### src/design/cumulative_trapezoid_lookup_table_defines.svh
// Assertion macros used by ctlt_back.
`ifndef CUMULATIVE_TRAPEZOID_LOOKUP_TABLE_DEFINES_SVH
`define CUMULATIVE_TRAPEZOID_LOOKUP_TABLE_DEFINES_SVH

`ifndef SYNTH

`define CTLT_ASSERT_IMP(name, clk_i, rstn_i, ante, cons) \
    name: assert property (@(posedge clk_i) disable iff (!rstn_i) (ante) |-> (cons)) \
        else $error("ctlt: same-cycle check failed");

`define CTLT_ASSERT_NXT(name, clk_i, rstn_i, ante, cons) \
    name: assert property (@(posedge clk_i) disable iff (!rstn_i) (ante) |=> (cons)) \
        else $error("ctlt: next-cycle check failed");

`else

`define CTLT_ASSERT_IMP(name, clk_i, rstn_i, ante, cons)
`define CTLT_ASSERT_NXT(name, clk_i, rstn_i, ante, cons)

`endif

`endif

### src/design/ctlt_pkg.sv
package ctlt_pkg;

    localparam int DEF_TABLE_DEPTH = 4096;
    localparam int DEF_QUEUE_DEPTH = 4;
    localparam int CFG_IDX_W       = 1;
    localparam int CFG_DATA_W      = 32;
    localparam logic [15:0] TOL_RESET = 16'd7;

    typedef enum logic [CFG_IDX_W-1:0] {
        REG_REF_POSITION = 1'b0,
        REG_MATCH_TOL    = 1'b1
    } cfg_reg_t;

    typedef enum logic [2:0] {
        ST_OK      = 3'd0,
        ST_ABOVE   = 3'd1,
        ST_NOMATCH = 3'd2,
        ST_EMPTY   = 3'd3,
        ST_FULL    = 3'd4,
        ST_ORDER   = 3'd5
    } status_t;

    typedef enum logic [1:0] {
        OP_LOAD_NEW    = 2'd0,
        OP_LOAD_APPEND = 2'd1,
        OP_QUERY       = 2'd2
    } op_t;

    typedef enum logic [3:0] {
        S_IDLE,
        S_LD_MUL,
        S_LD_RND,
        S_LD_ACC,
        S_LD_WR,
        S_Q_ISSUE,
        S_Q_CMP,
        S_Q_END,
        S_Q_FETCH,
        S_DONE
    } back_state_t;

    typedef struct packed {
        logic               req_type;
        logic [31:0]        position;
        logic signed [31:0] func_value;
        logic               first_point;
    } in_word_t;

    typedef struct packed {
        status_t     status;
        logic [62:0] integral_value;
        logic [11:0] entry_index;
    } out_word_t;

    typedef struct packed {
        op_t                op;
        logic [31:0]        position;
        logic signed [31:0] func_value;
    } cmd_t;

    typedef struct packed {
        logic [31:0] reference_position;
        logic [15:0] match_tolerance;
    } cfg_t;

endpackage

### src/design/ctlt_front.sv
module ctlt_front (
    input  logic               clk,
    input  logic               rst_n,
    input  logic               in_valid,
    output logic               in_stall,
    input  ctlt_pkg::in_word_t in_word,
    output logic               push,
    output ctlt_pkg::cmd_t     push_word,
    input  logic               q_full
);
    import ctlt_pkg::*;

    logic valid_reg, valid_next;
    cmd_t cmd_reg, cmd_next;
    logic accept;

    assign in_stall  = valid_reg && q_full;
    assign accept    = in_valid && !in_stall;
    assign push      = valid_reg && !q_full;
    assign push_word = cmd_reg;

    // decode the request into a back-end command
    always_comb
    begin
        valid_next = valid_reg;
        cmd_next   = cmd_reg;
        if (push)
        begin
            valid_next = 1'b0;
        end
        if (accept)
        begin
            valid_next          = 1'b1;
            cmd_next.position   = in_word.position;
            cmd_next.func_value = in_word.func_value;
            if (in_word.req_type)
            begin
                cmd_next.op = OP_QUERY;
            end
            else if (in_word.first_point)
            begin
                cmd_next.op = OP_LOAD_NEW;
            end
            else
            begin
                cmd_next.op = OP_LOAD_APPEND;
            end
        end
    end

    always_ff @(posedge clk or negedge rst_n)
    begin
        if (!rst_n)
        begin
            valid_reg <= 1'b0;
        end
        else
        begin
            valid_reg <= valid_next;
        end
    end

    always_ff @(posedge clk)
    begin
        cmd_reg <= cmd_next;
    end
endmodule

### config.mk
export PLATFORM = sky130hd
export DESIGN_NAME = ctlt_front
export DESIGN_NICKNAME = d
export VERILOG_FILES = /design/src/design/cumulative_trapezoid_lookup_table_defines.svh /design/src/design/ctlt_pkg.sv /design/src/design/ctlt_front.sv
export SDC_FILE = /design/constraint.sdc
export NUM_CORES = 1
export LEC_CHECK = 0
export ABC_AREA = 1
export BUFFER_PORTS_ARGS = -buffer_cell sky130_fd_sc_hd__clkbuf_2
export CAP_MARGIN = 20
export CORE_MARGIN = 2
export CORE_UTILIZATION = 45
export CTS_BUF_LIST = sky130_fd_sc_hd__clkbuf_4
export CTS_CLUSTER_DIAMETER = 40
export CTS_CLUSTER_SIZE = 28
export DETAILED_ROUTE_END_ITERATION = 7
export HOLD_SLACK_MARGIN = 0.05
export PLACE_DENSITY = 0.95
export SYNTH_ARGS = -nofsm -noshare
export SYNTH_HDL_FRONTEND = slang
export SYNTH_SLANG_ARGS = --single-unit
### constraint.sdc
create_clock -name clk -period 10.3 [get_ports clk]
set_input_delay 0.515 -clock clk [delete_from_list [all_inputs] [get_ports clk]]
set_output_delay 0.515 -clock clk [all_outputs]
set_load 0.1 [all_outputs]
==> summary.log <==
[outcome] status complete, no violations
[die] initial standard-cell utilization of the core 46.8%
[timing] Clock Skew 9.84 ps
[final_layout] post-route cell area 0.00297 mm2
[clock_tree] CTS Sinks 67
[synth] mean cell area of the mapped netlist 27.2 um2
[drt] routed length on met3 619 um
[drt] via count normalized by instance count 4.65
[synth] part of the Yosys area used for sequential elements 98.5%
[timing] Fin Setup TNS 0 ps
[job] number of violations of the max-capacitance limit 0
[die] area enclosed by the die boundary 0.00508 mm2
[drt] starting DRC count in detailed routing 41
[drt] total via count after detailed routing 1312
[die] horizontal extent of the die 71.3 um
[worst_setup_path] category of the critical setup timing path reg -> reg
[synth] count leader, synth sky130_fd_sc_hd__edfxtp_1
[power_and_ir_drop] VDD IR-drop max 0.143 mV
[power_and_ir_drop] combinational fraction of design power 21.8%
[synth] number of distinct library cells after synthesis 6
[timing] unrepaired setup endpoints after global routing false
[worst_setup_path] cells along the critical path a21oi_4 > buf_4
[synth] top cells by area in the synthesized netlist sky130_fd_sc_hd__edfxtp_1 (97%), sky130_fd_sc_hd__dfrtp_1 (1.2%), sky130_fd_sc_hd__inv_1 (0.55%), sky130_fd_sc_hd__nand2_1 (0.37%), sky130_fd_sc_hd__nor2_1 (0.37%)
[drt] top layer used by detailed routing met4
[timing] maximum operating frequency 503 MHz
[clock_tree] clock-pin slew reported for the worst setup and hold paths after clock tree synthesis 110 ps
[global_route] total gr overflow 0
[final_layout] fraction of final layout cells sized beyond drive strength 1 65.7%
[synth] largest area contributor in the synthesized netlist sky130_fd_sc_hd__edfxtp_1
[final_layout] number of flip-flops in the largest register 66
[power_and_ir_drop] portion of total power attributed to the clock network 28.4%
[global_route] GR Util All Layers 19.1%
[power_and_ir_drop] Flop pwr share 49.9%
[timing] final period demand of the worst path 1990 ps
[worst_setup_path] Worst Setup End Kind register
[synth] number of flip-flops and latches in the synthesized netlist 67
[clock_tree] CTS Root Cell sky130_fd_sc_hd__clkbuf_4
[global_route] pin count of the biggest net entering global routing 45
[drt] DRC viols 0
[timing] share of the cycle needed by the critical path after routing 19.3%
[synth] number of standard cells after synthesis 75
[drt] wire length the detailed router placed on met1 1.45 mm
[power_and_ir_drop] power density relative to cell area 217 mW/mm2
[power_and_ir_drop] net switching power 0.214 mW
[synth] commonest cells in the netlist sky130_fd_sc_hd__edfxtp_1 (66), sky130_fd_sc_hd__inv_1 (3), sky130_fd_sc_hd__nand2_1 (2), sky130_fd_sc_hd__nor2_1 (2)
[place] placed standard-cell area 0.00281 mm2
[place] final weighted congestion of routability-driven global placement 0.737
[worst_setup_path] startpoint type of the worst setup path register
[clock_tree] clock latency at the later pin of the worst-skew pair 400 ps
[final_layout] antenna diode instance count 0
[global_route] vias in the first global route 1423
[synth] number of warning messages in the yosys log 0
[synth] area fraction of the dominant cell type after synthesis 97.2%
[drt] met2 routed WL 2.44 mm
[synth] asr flop ratio synth 1.49%
[die] total core area 0.00435 mm2
[power_and_ir_drop] reported leakage power 1.33 nW
[die] vertical die dimension 71.3 um
[clock_tree] cts bufs inserted 9
[clock_tree] count of instances resized after the clock tree is built 0
[synth] net count after synthesis 145
[power_and_ir_drop] internal power component 0.432 mW
[timing] Fin. Hold Viols 0
[worst_setup_path] Crit path arrival time 2020 ps
[clock_tree] CTS tree yes
[timing] Rel. slew slack 53.6%
[clock_tree] hold-fix buffers at CTS 1
[synth] synthesized cell area 0.00204 mm2
[worst_setup_path] crit path max-delay cell type sky130_fd_sc_hd__a21oi_4
[timing] Final setup viols 0
[drt] routed wire length 4.70 mm
[die] Std-Cell Rows 24
[global_route] wire length of the first global-routing pass 6.80 mm
[die] I/O pin count 138
[clock_tree] postcts setup bufs 0
[synth] number of flops mapped to enable cells by yosys 66
[clock_tree] number of levels in the clock H-tree 3
[synth] top_reg_cell synth sky130_fd_sc_hd__edfxtp_1
[worst_setup_path] delay contributed by the slowest stage of the critical path 580 ps
[timing] pin slew with the least headroom to its limit 695 ps
[drt] TritonRoute pass-1 iters 4
[global_route] initial antenna violation count 0
[timing] Max Slew Vio Count 0
[worst_setup_path] crit path max fanout 44
[place] DP Wirelength 3.37 mm
[worst_setup_path] Critical Path RT 10330 ps
[final_layout] final layout net count 295
[power_and_ir_drop] switching power as a share of total power 33.1%
[drt] per-cell routed wire length 16.7 um
[final_layout] relative area change from synthesis to final layout 45.6%
[drt] antenna-violating nets left 0
[clock_tree] CTS max path bufs 2
[place] IO Port Bufs 137
[min_path] Hold/Removal Path Class in -> reg
-- final cells by class --
cell class	instances	area (um2)
clock buffers	9	67.6
fillers	275	1390
flip-flops and latches	67	2010
clock inverters	7	82.6
repair buffers	139	703
well taps	52	65.1
multi-input cells	5	31.3
inverters	3	11.3
-- layer usage --
| layer | global-route usage (%) | up-vias |
|---|---|---|
| li1 | - | 597 |
| met1 | 17.7 | 601 |
| met2 | 32.0 | 95 |
| met3 | 11.0 | 19 |
| met4 | 11.9 | 0 |
| met5 | 0 | - |
-- power by group through the flow --
stage | Clock [mW] | Combinational, mW | Sequential (mW)
detailed placement | 0 | 0.141 | 0.328
global placement | 0 | 0.139 | 0.327
finish | 0.183 | 0.141 | 0.322
global route | 0.199 | 0.144 | 0.323
floorplan | 0 | 0.00957 | 0.431
CTS | 0.188 | 0.141 | 0.322
-- layout by cell type (no fill, tap or decap), drive strengths merged --
| cell type | n |
|---|---|
| dlygate4sd3 | 1 |
| nand2 | 2 |
| clkbuf | 146 |
| bufinv | 2 |
| inv | 3 |
| dfrtp | 1 |
| buf | 1 |
| clkinv | 4 |
| a21oi | 1 |
| nor2 | 2 |
| edfxtp | 66 |
| clkinvlp | 1 |
-- kinds of logic (layout without fill, tap and decap cells) --
group	after synthesis	count (layout)	share of synthesized area, %
DFF	67	67	98.5
AOI/OAI and AO/OA	1	1	0.245
and+or+nand+nor	4	4	0.737
buffers and inverters	3	158	0.552
-- worst max-delay path, delay by kind of cell (launching register included) --
| family | cells | cell delay [ps] |
|---|---|---|
| compound gates | 1 | 580 |
| buf+inv | 1 | 580 |
| flops | 1 | 440 |
-- final timing paths --
kind	startpoint	end	slack (ps)	cells past startpoint
max in group asynchronous	rst_n	valid_reg$_DFFE_PN0P_	9760	2
min in group asynchronous	rst_n	valid_reg$_DFFE_PN0P_	460	2
min	in_word[2]	push_word[1]$_DFFE_PP_	280	1
min reg2reg	valid_reg$_DFFE_PN0P_	valid_reg$_DFFE_PN0P_	610	2
max reg2reg	valid_reg$_DFFE_PN0P_	push_word[51]$_DFFE_PP_	8310	2
max	valid_reg$_DFFE_PN0P_	push_word[51]$_DFFE_PP_	8310	2
-- per-stage QoR --
step	power, mW	instances	setup slack (ps)	utilization [%]	hold slack, ps
after floorplan	0.440	75	6030	-	219
after global placement	0.466	265	8150	64.5	294
after global routing	0.666	282	8190	68.2	247
after detailed placement	0.469	265	8080	64.5	293
after CTS	0.652	282	8290	68.2	248
final	0.645	282	8310	68.2	278
Note: power is estimated with default switching activity, not from simulation.
