File: src/design/cumulative_trapezoid_lookup_table_defines.svh
// Assertion macros used by ctlt_back.
`ifndef CUMULATIVE_TRAPEZOID_LOOKUP_TABLE_DEFINES_SVH
`define CUMULATIVE_TRAPEZOID_LOOKUP_TABLE_DEFINES_SVH

`ifndef SYNTH

`define CTLT_ASSERT_IMP(name, clk_i, rstn_i, ante, cons) \
    name: assert property (@(posedge clk_i) disable iff (!rstn_i) (ante) |-> (cons)) \
        else $error("ctlt: same-cycle check failed");

`define CTLT_ASSERT_NXT(name, clk_i, rstn_i, ante, cons) \
    name: assert property (@(posedge clk_i) disable iff (!rstn_i) (ante) |=> (cons)) \
        else $error("ctlt: next-cycle check failed");

`else

`define CTLT_ASSERT_IMP(name, clk_i, rstn_i, ante, cons)
`define CTLT_ASSERT_NXT(name, clk_i, rstn_i, ante, cons)

`endif

`endif

File: src/design/ctlt_pkg.sv
package ctlt_pkg;

    localparam int DEF_TABLE_DEPTH = 4096;
    localparam int DEF_QUEUE_DEPTH = 4;
    localparam int CFG_IDX_W       = 1;
    localparam int CFG_DATA_W      = 32;
    localparam logic [15:0] TOL_RESET = 16'd7;

    typedef enum logic [CFG_IDX_W-1:0] {
        REG_REF_POSITION = 1'b0,
        REG_MATCH_TOL    = 1'b1
    } cfg_reg_t;

    typedef enum logic [2:0] {
        ST_OK      = 3'd0,
        ST_ABOVE   = 3'd1,
        ST_NOMATCH = 3'd2,
        ST_EMPTY   = 3'd3,
        ST_FULL    = 3'd4,
        ST_ORDER   = 3'd5
    } status_t;

    typedef enum logic [1:0] {
        OP_LOAD_NEW    = 2'd0,
        OP_LOAD_APPEND = 2'd1,
        OP_QUERY       = 2'd2
    } op_t;

    typedef enum logic [3:0] {
        S_IDLE,
        S_LD_MUL,
        S_LD_RND,
        S_LD_ACC,
        S_LD_WR,
        S_Q_ISSUE,
        S_Q_CMP,
        S_Q_END,
        S_Q_FETCH,
        S_DONE
    } back_state_t;

    typedef struct packed {
        logic               req_type;
        logic [31:0]        position;
        logic signed [31:0] func_value;
        logic               first_point;
    } in_word_t;

    typedef struct packed {
        status_t     status;
        logic [62:0] integral_value;
        logic [11:0] entry_index;
    } out_word_t;

    typedef struct packed {
        op_t                op;
        logic [31:0]        position;
        logic signed [31:0] func_value;
    } cmd_t;

    typedef struct packed {
        logic [31:0] reference_position;
        logic [15:0] match_tolerance;
    } cfg_t;

endpackage

File: src/design/ctlt_fifo.sv
module ctlt_fifo #(
    parameter int DEPTH = ctlt_pkg::DEF_QUEUE_DEPTH
) (
    input  logic          clk,
    input  logic          rst_n,
    input  logic          push,
    input  ctlt_pkg::cmd_t push_word,
    output logic          full,
    input  logic          pop,
    output logic          valid,
    output ctlt_pkg::cmd_t pop_word
);
    import ctlt_pkg::*;

    localparam int PW = $clog2(DEPTH);
    localparam int NW = $clog2(DEPTH + 1);

    cmd_t          mem_reg [DEPTH];
    logic [PW-1:0] wr_ptr_reg, wr_ptr_next;
    logic [PW-1:0] rd_ptr_reg, rd_ptr_next;
    logic [NW-1:0] cnt_reg, cnt_next;
    logic          do_push, do_pop;

    assign full     = (cnt_reg == NW'(DEPTH));
    assign valid    = (cnt_reg != '0);
    assign pop_word = mem_reg[rd_ptr_reg];
    assign do_push  = push && !full;
    assign do_pop   = pop && valid;

    always_comb
    begin
        wr_ptr_next = wr_ptr_reg;
        rd_ptr_next = rd_ptr_reg;
        cnt_next    = cnt_reg;
        if (do_push)
        begin
            wr_ptr_next = (wr_ptr_reg == PW'(DEPTH - 1)) ? '0 : wr_ptr_reg + PW'(1);
        end
        if (do_pop)
        begin
            rd_ptr_next = (rd_ptr_reg == PW'(DEPTH - 1)) ? '0 : rd_ptr_reg + PW'(1);
        end
        if (do_push && !do_pop)
        begin
            cnt_next = cnt_reg + NW'(1);
        end
        else if (do_pop && !do_push)
        begin
            cnt_next = cnt_reg - NW'(1);
        end
    end

    always_ff @(posedge clk or negedge rst_n)
    begin
        if (!rst_n)
        begin
            wr_ptr_reg <= '0;
            rd_ptr_reg <= '0;
            cnt_reg    <= '0;
        end
        else
        begin
            wr_ptr_reg <= wr_ptr_next;
            rd_ptr_reg <= rd_ptr_next;
            cnt_reg    <= cnt_next;
        end
    end

    always_ff @(posedge clk)
    begin
        if (do_push)
        begin
            mem_reg[wr_ptr_reg] <= push_word;
        end
    end
endmodule

File: config.mk
export PLATFORM = sky130hd
export DESIGN_NAME = ctlt_fifo
export DESIGN_NICKNAME = d
export VERILOG_FILES = /design/src/design/cumulative_trapezoid_lookup_table_defines.svh /design/src/design/ctlt_pkg.sv /design/src/design/ctlt_fifo.sv
export SDC_FILE = /design/constraint.sdc
export NUM_CORES = 1
export LEC_CHECK = 0
export BUFFER_PORTS_ARGS = -buffer_cell sky130_fd_sc_hd__buf_2
export CAP_MARGIN = 30
export CORE_ASPECT_RATIO = 0.75
export CORE_MARGIN = 5
export CORE_UTILIZATION = 55
export CTS_CLUSTER_DIAMETER = 30
export DETAILED_ROUTE_END_ITERATION = 8
export GPL_ROUTABILITY_DRIVEN = 0
export PLACE_DENSITY = 0.85
export SYNTH_ARGS = -nofsm -noshare
export SYNTH_HDL_FRONTEND = slang
export SYNTH_SLANG_ARGS = --single-unit
File: constraint.sdc
create_clock -name clk -period 4.6 [get_ports clk]
set_input_delay 0.46 -clock clk [delete_from_list [all_inputs] [get_ports clk]]
set_output_delay 0.46 -clock clk [all_outputs]
set_load 0.005 [all_outputs]
==> impl_metrics.py, run 1 <==
metrics = {
    "finish": {
        "finish.utilization_pct": 70.1,
        "area_delta_synth_final_pct": 24.8,
        "largest_reg_flops": 264,
        "nets": 634,
        "final_cell_mix": "edfxtp_1 (264), buf_2 (137), mux4_2 (66)",
        "final_common_cell": "edfxtp_1",
        "final_layout_size_suffix_gt1_share_pct": 49.7,
    },
    "floorplan": {
        "dieArea_um2": 21000,
        "die_y_um": 127,
        "num_io_pins": 138,
        "initial_utilization_pct": 56.2,
        "rows": 42,
        "core_area_um2": 17800,
        "die_w_um": 166,
    },
    "drt": {
        "vias_per_cell": 5.54,
        "wl_mm": 18.6,
        "first_iter_violations": 408,
        "first_pass_iters": 4,
        "final_antenna_net_count": 0,
        "vias": 4622,
        "drc_errors": 0,
        "wire_per_inst_um": 22.3,
    },
    "global_route": {
        "grt_usage_pct": 18.2,
        "antenna_found_initial": 2,
        "grt_pass1_vias": 5161,
        "grt_max_degree": 60,
        "grt_pass1_wl_mm": 28.9,
        "overflow": 0,
    },
    "sta": {
        "setup_tns_ns": 0,
        "worstMarginPinSlew_ns": 0.659,
        "skew_ns": 0.0119,
        "setup_viol": 0,
        "period_needed_ns": 2.97,
        "final.period_utilization_pct": 64.6,
        "max_freq_ghz": 0.336,
        "max-slew-margin-rel_pct": 56.0,
        "rsz0062_at_grt": "false",
        "maxSlewViolCount": 0,
        "hold_ws_ns": 0.167,
        "setup_ws_ns": 1.63,
        "finalHoldViolCount": 0,
    },
    "setup_path": {
        "cp_max_fo": 33,
        "worstRegToRegCells": 8,
        "cp-startpoint": "rd_ptr_reg[0]$_DFFE_PN0P_",
        "worstReg2RegStart": "cnt_reg[2]$_DFFE_PN0P_",
        "r2r_end": "cnt_reg[2]$_DFFE_PN0P_",
        "worstPathRequired_ns": 4.14,
        "crit_type": "flop to output pin",
        "end_kind": "output pin",
        "cp-endpoint": "pop_word[56]",
        "start_kind": "flop",
        "ff2ff_setup_slack_ns": 2.19,
        "arrival_ns": 2.51,
    },
    "cts": {
        "htreeDepth": 2,
        "numCtsBuffers": 42,
        "cts.repair.resized": 0,
        "cts_tree": "yes",
        "insertion_delay_ns": 0.51,
        "clkSlewWorstSetupHoldPaths_ns": 0.06,
        "clockRootBuffer": "clkbuf_16",
        "cts.sinks": 271,
        "cts.path.max_buffers": 3,
    },
    "pwr": {
        "power.density_nw_per_um2": 693,
        "total_power_mw": 8.63,
        "ir_drop_mv": 0.448,
        "leakage_nw": 4.35,
    },
    "yosys": {
        "synth_cell_types": 21,
        "syn_area_per_cell_um2": 26.1,
        "synth.top_cell.area_share_pct": 79.4,
        "mappedNetlistArea_um2": 9980,
        "yosys_register_bits": 271,
        "yosysTopAreaCell": "edfxtp_1",
        "syn_inst": 382,
        "ys_top_cells_by_area": "edfxtp_1 (79%), mux4_2 (15%), dfrtp_1 (1.8%)",
        "synthesis.nets": 459,
        "yosysSeqAreaShare_pct": 81.2,
        "yosys_warnings": 0,
    },
    "run_status": {
        "status": "completed",
    },
    "place": {
        "hpwl_mm": 10.8,
        "port_buffers": 137,
        "pre_cts_ws_ns": 1.90,
    },
    "worst_hold_path": {
        "hold_path.class": "primary input to flop",
    },
    "run": {
        "max_cap_violations": 0,
    },
}
## worst max-delay path, cell delays in order, from the launching register on
cell and delay (ns):
dfrtp_4 0.65, buf_16 0.31, buf_4 0.32, mux4_2 0.57, buf_2 0.15
## synthesized netlist by cell type (all sizes together)
cell type,number
buf,16
fa,1
and2,4
nor3b,1
or3,1
nor2b,1
ha,6
xor2,2
dfrtp,7
xnor2,1
nor2,3
nand2,1
edfxtp,264
mux2,5
inv,3
mux4,66
## per-layer routing
layer	vias to the layer above	global-route usage, %	share of wire (%)
met1	2429	24.2	40
met2	169	30.4	52
met3	20	5.03	7.5
met4	0	4.36	1.1
li1	2004	-	-
met5	-	0	0
## how the worst min path moves through the flow
stage,from,end,slack [ns],cells past startpoint
after CTS,push_word[23],mem_reg[3][23]$_DFFE_PP_,0.15,1
after floorplan,rst_n,cnt_reg[0]$_DFFE_PN0P_,0.16,0
after global routing,push_word[23],mem_reg[3][23]$_DFFE_PP_,0.15,1
after global placement,rst_n,cnt_reg[0]$_DFFE_PN0P_,0.30,1
final,push_word[23],mem_reg[3][23]$_DFFE_PP_,0.17,1
after detailed placement,rst_n,cnt_reg[0]$_DFFE_PN0P_,0.31,1
## per-stage QoR
stage | std cells | instance area (um2)
after floorplan | 382 | 9980
after global placement | 748 | 10900
after detailed placement | 752 | 11000
after CTS | 830 | 12400
after global routing | 834 | 12500
final | 834 | 12500
## logic make-up (layout without fill, tap and decap cells)
group | Yosys count | in the layout | synth area share (%)
flops | 271 | 271 | 81.2
mux | 71 | 71 | 15.5
buf+inv | 19 | 227 | 1.49
simple gates | 11 | 11 | 0.602
fa+ha+maj | 7 | 7 | 0.952
xor+xnor | 3 | 3 | 0.263
other cells | 0 | 2 | 0
## final cells by class
type	count	area (um2)
inverter	3	11.3
tap	242	303
timing repair buffer	147	868
clock buffer	46	1090
sequential	271	8110
multi-input combinational	92	1740
fill	1082	5310
antenna	2	5.00
clock inverter	31	332
## timing repair
action	in CTS	in global routing
endpoints found under the hold margin	7	0
buffers inserted	0	0
hold buffers	1	0
## report_power, final
group          internal, mW  leakage [nW]  total, mW  switching, mW
Combinational          1.07          1.18       2.06          0.988
Clock                  2.01         0.673       3.10           1.09
Sequential             3.27          2.50       3.47          0.204
Total                  6.34          4.35       8.63           2.28
(Power assumes the default switching activity.)
==> run 2, diff against run 1 <==
--- a/config.mk
+++ b/config.mk
@@ -9,11 +9,11 @@
 export CAP_MARGIN = 30
 export CORE_ASPECT_RATIO = 0.75
 export CORE_MARGIN = 5
-export CORE_UTILIZATION = 55
+export CORE_UTILIZATION = 51
 export CTS_CLUSTER_DIAMETER = 30
 export DETAILED_ROUTE_END_ITERATION = 8
 export GPL_ROUTABILITY_DRIVEN = 0
-export PLACE_DENSITY = 0.85
+export PLACE_DENSITY = 0.83
 export SYNTH_ARGS = -nofsm -noshare
 export SYNTH_HDL_FRONTEND = slang
 export SYNTH_SLANG_ARGS = --single-unit
==> constraint.sdc (replaced) <==
create_clock -name clk -period 2.6 [get_ports clk]
set_input_delay 0.26 -clock clk [delete_from_list [all_inputs] [get_ports clk]]
set_output_delay 0.26 -clock clk [all_outputs]
set_load 0.005 [all_outputs]
==> impl_metrics.py, run 2 (same netlist as run 1, synthesis figures left out) <==
metrics = {
    "cts": {
        "numCtsBuffers": 40,
        "clkSlewWorstSetupHoldPaths_ns": 0.05,
        "post_cts_buffers": 0,
        "insertion_delay_ns": 0.50,
        "clockRootBuffer": "clkbuf_16",
        "htreeDepth": 2,
        "cts.sinks": 271,
        "cts.path.max_buffers": 3,
        "ctsHoldBuffers": 67,
        "cts.repair.resized": 0,
        "cts_tree": "yes",
    },
    "drt": {
        "final_antenna_net_count": 0,
        "first_pass_iters": 5,
        "wl_met1_mm": 7.72,
        "vias_per_cell": 5.30,
        "wl_mm": 19.2,
        "routed-wl-met3_mm": 1.25,
        "routed.top_layer": "met4",
        "wire_per_inst_um": 21.0,
        "vias": 4824,
        "first_iter_violations": 397,
        "drc_errors": 0,
        "wl_met2_mm": 9.91,
    },
    "finish": {
        "finish.instance_area_um2": 13100,
        "nets": 703,
        "largest_reg_flops": 264,
        "final_cell_mix": "edfxtp_1 (264), buf_2 (137), dlygate4sd3_1 (67)",
        "area_delta_synth_final_pct": 30.8,
        "diodes": 0,
        "final_common_cell": "edfxtp_1",
        "final_layout_size_suffix_gt1_share_pct": 44.5,
        "n_fill_cell": 1177,
    },
    "setup_path": {
        "worstReg2RegStart": "cnt_reg[0]$_DFFE_PN0P_",
        "slowest_stage": "dfrtp_4",
        "crit_buf_inv": 2,
        "cp-startpoint": "rd_ptr_reg[1]$_DFFE_PN0P_",
        "crit_family": "flip-flops",
        "ff2ff_setup_slack_ns": 0.46,
        "end_kind": "output pin",
        "r2r_end": "cnt_reg[2]$_DFFE_PN0P_",
        "crit_type": "flop to output pin",
        "max_stage_delay_ns": 0.82,
        "worstPathRequired_ns": 2.34,
        "cp_max_fo": 37,
        "start_kind": "flop",
        "arrival_ns": 2.14,
        "crit_chain": "buf_12, mux4_2, buf_2",
        "worstRegToRegCells": 8,
    },
    "floorplan": {
        "die_y_um": 131,
        "core_area_um2": 19300,
        "num_io_pins": 138,
        "dieArea_um2": 22500,
        "initial_utilization_pct": 51.7,
        "die_w_um": 172,
        "rows": 44,
    },
    "pwr": {
        "power_frac_seq_pct": 40.9,
        "power.density_nw_per_um2": 1150,
        "switching_power_mw": 4.07,
        "switching_share_pct": 27.2,
        "clkPwrFrac_pct": 33.7,
        "p_comb_share_pct": 25.3,
        "ir_drop_mv": 0.771,
        "leakage_nw": 4.60,
        "intPower_mw": 10.9,
    },
    "global_route": {
        "overflow": 0,
        "grt_max_degree": 43,
        "grt_pass1_vias": 5384,
        "antenna_found_initial": 0,
        "grt_pass1_wl_mm": 30.3,
        "grt_usage_pct": 17.5,
    },
    "place": {
        "hpwl_mm": 11.1,
        "place_area_um2": 11100,
        "port_buffers": 137,
    },
    "worst_hold_path": {
        "hold_path.class": "primary input to asynchronous set/reset pin",
    },
    "sta": {
        "period_needed_ns": 2.40,
        "maxSlewViolCount": 0,
        "worstMarginPinSlew_ns": 0.617,
        "max_freq_ghz": 0.417,
        "max-slew-margin-rel_pct": 58.9,
        "final.period_utilization_pct": 92.2,
        "setup_viol": 0,
        "skew_ns": 0.0202,
        "finalHoldViolCount": 0,
        "setup_tns_ns": 0,
        "rsz0062_at_grt": "false",
        "hold_ws_ns": 0.136,
    },
    "run": {
        "max_cap_violations": 0,
    },
    "run_status": {
        "status": "completed",
    },
}
## run 2: cell types whose count changed in the layout (fill, tap and decap cells not counted), sizes merged
cell	change
dlygate4sd3	+66
buf	+5
bufinv	-3
clkinvlp	-3
diode	-2
inv	+2
clkbuf	+1
## run 2: worst max path at each step
| stage | cells past startpoint | slack, ns | endpoint |
|---|---|---|---|
| after floorplan | 4 | 0.52 | mem_reg[0][0]$_DFFE_PP_ |
| after global placement | 8 | 0.53 | cnt_reg[2]$_DFFE_PN0P_ |
| after detailed placement | 8 | 0.46 | cnt_reg[2]$_DFFE_PN0P_ |
| after CTS | 3 | 0.13 | pop_word[50] |
| after global routing | 3 | 0.11 | pop_word[50] |
| final | 3 | 0.20 | pop_word[50] |
## run 2: power groups by stage
stage	registers (mW)	logic [mW]	clock network (mW)
after floorplan	6.01	2.43	0
after global placement	6.16	3.71	0
after detailed placement	6.24	3.79	0
after CTS	6.17	3.90	5.15
after global routing	6.22	4.15	5.38
final	6.14	3.80	5.06
## run 2: final cells by class
| cell class | instances | area [um2] | area share [%] |
|---|---|---|---|
| Sequential cell | 271 | 8110 | 62.1 |
| Multi-Input combinational cell | 92 | 1740 | 13.3 |
| Timing Repair Buffer | 218 | 1590 | 12.2 |
| Clock buffer | 47 | 1050 | 8.03 |
| Tap cell | 253 | 317 | 2.42 |
| Clock inverter | 27 | 241 | 1.85 |
| Inverter | 3 | 11.3 | 0.0862 |
## run 2: metal layers
metal  up-vias  GRT usage, %
met5         -             0
met4         0          4.93
met3        26          4.14
met2       166          28.9
met1      2489          23.8
li1       2143             -
## run 2: per-stage QoR
step	util [%]	total power [mW]	setup slack [ns]	instances
2_1_floorplan	-	8.44	0.517	382
3_3_place_gp	57.4	9.87	0.533	770
3_5_place_dp	57.4	10.0	0.459	770
4_1_cts	67.6	15.2	0.129	911
5_1_grt	67.6	15.7	0.106	911
6_report	67.6	15.0	0.203	911
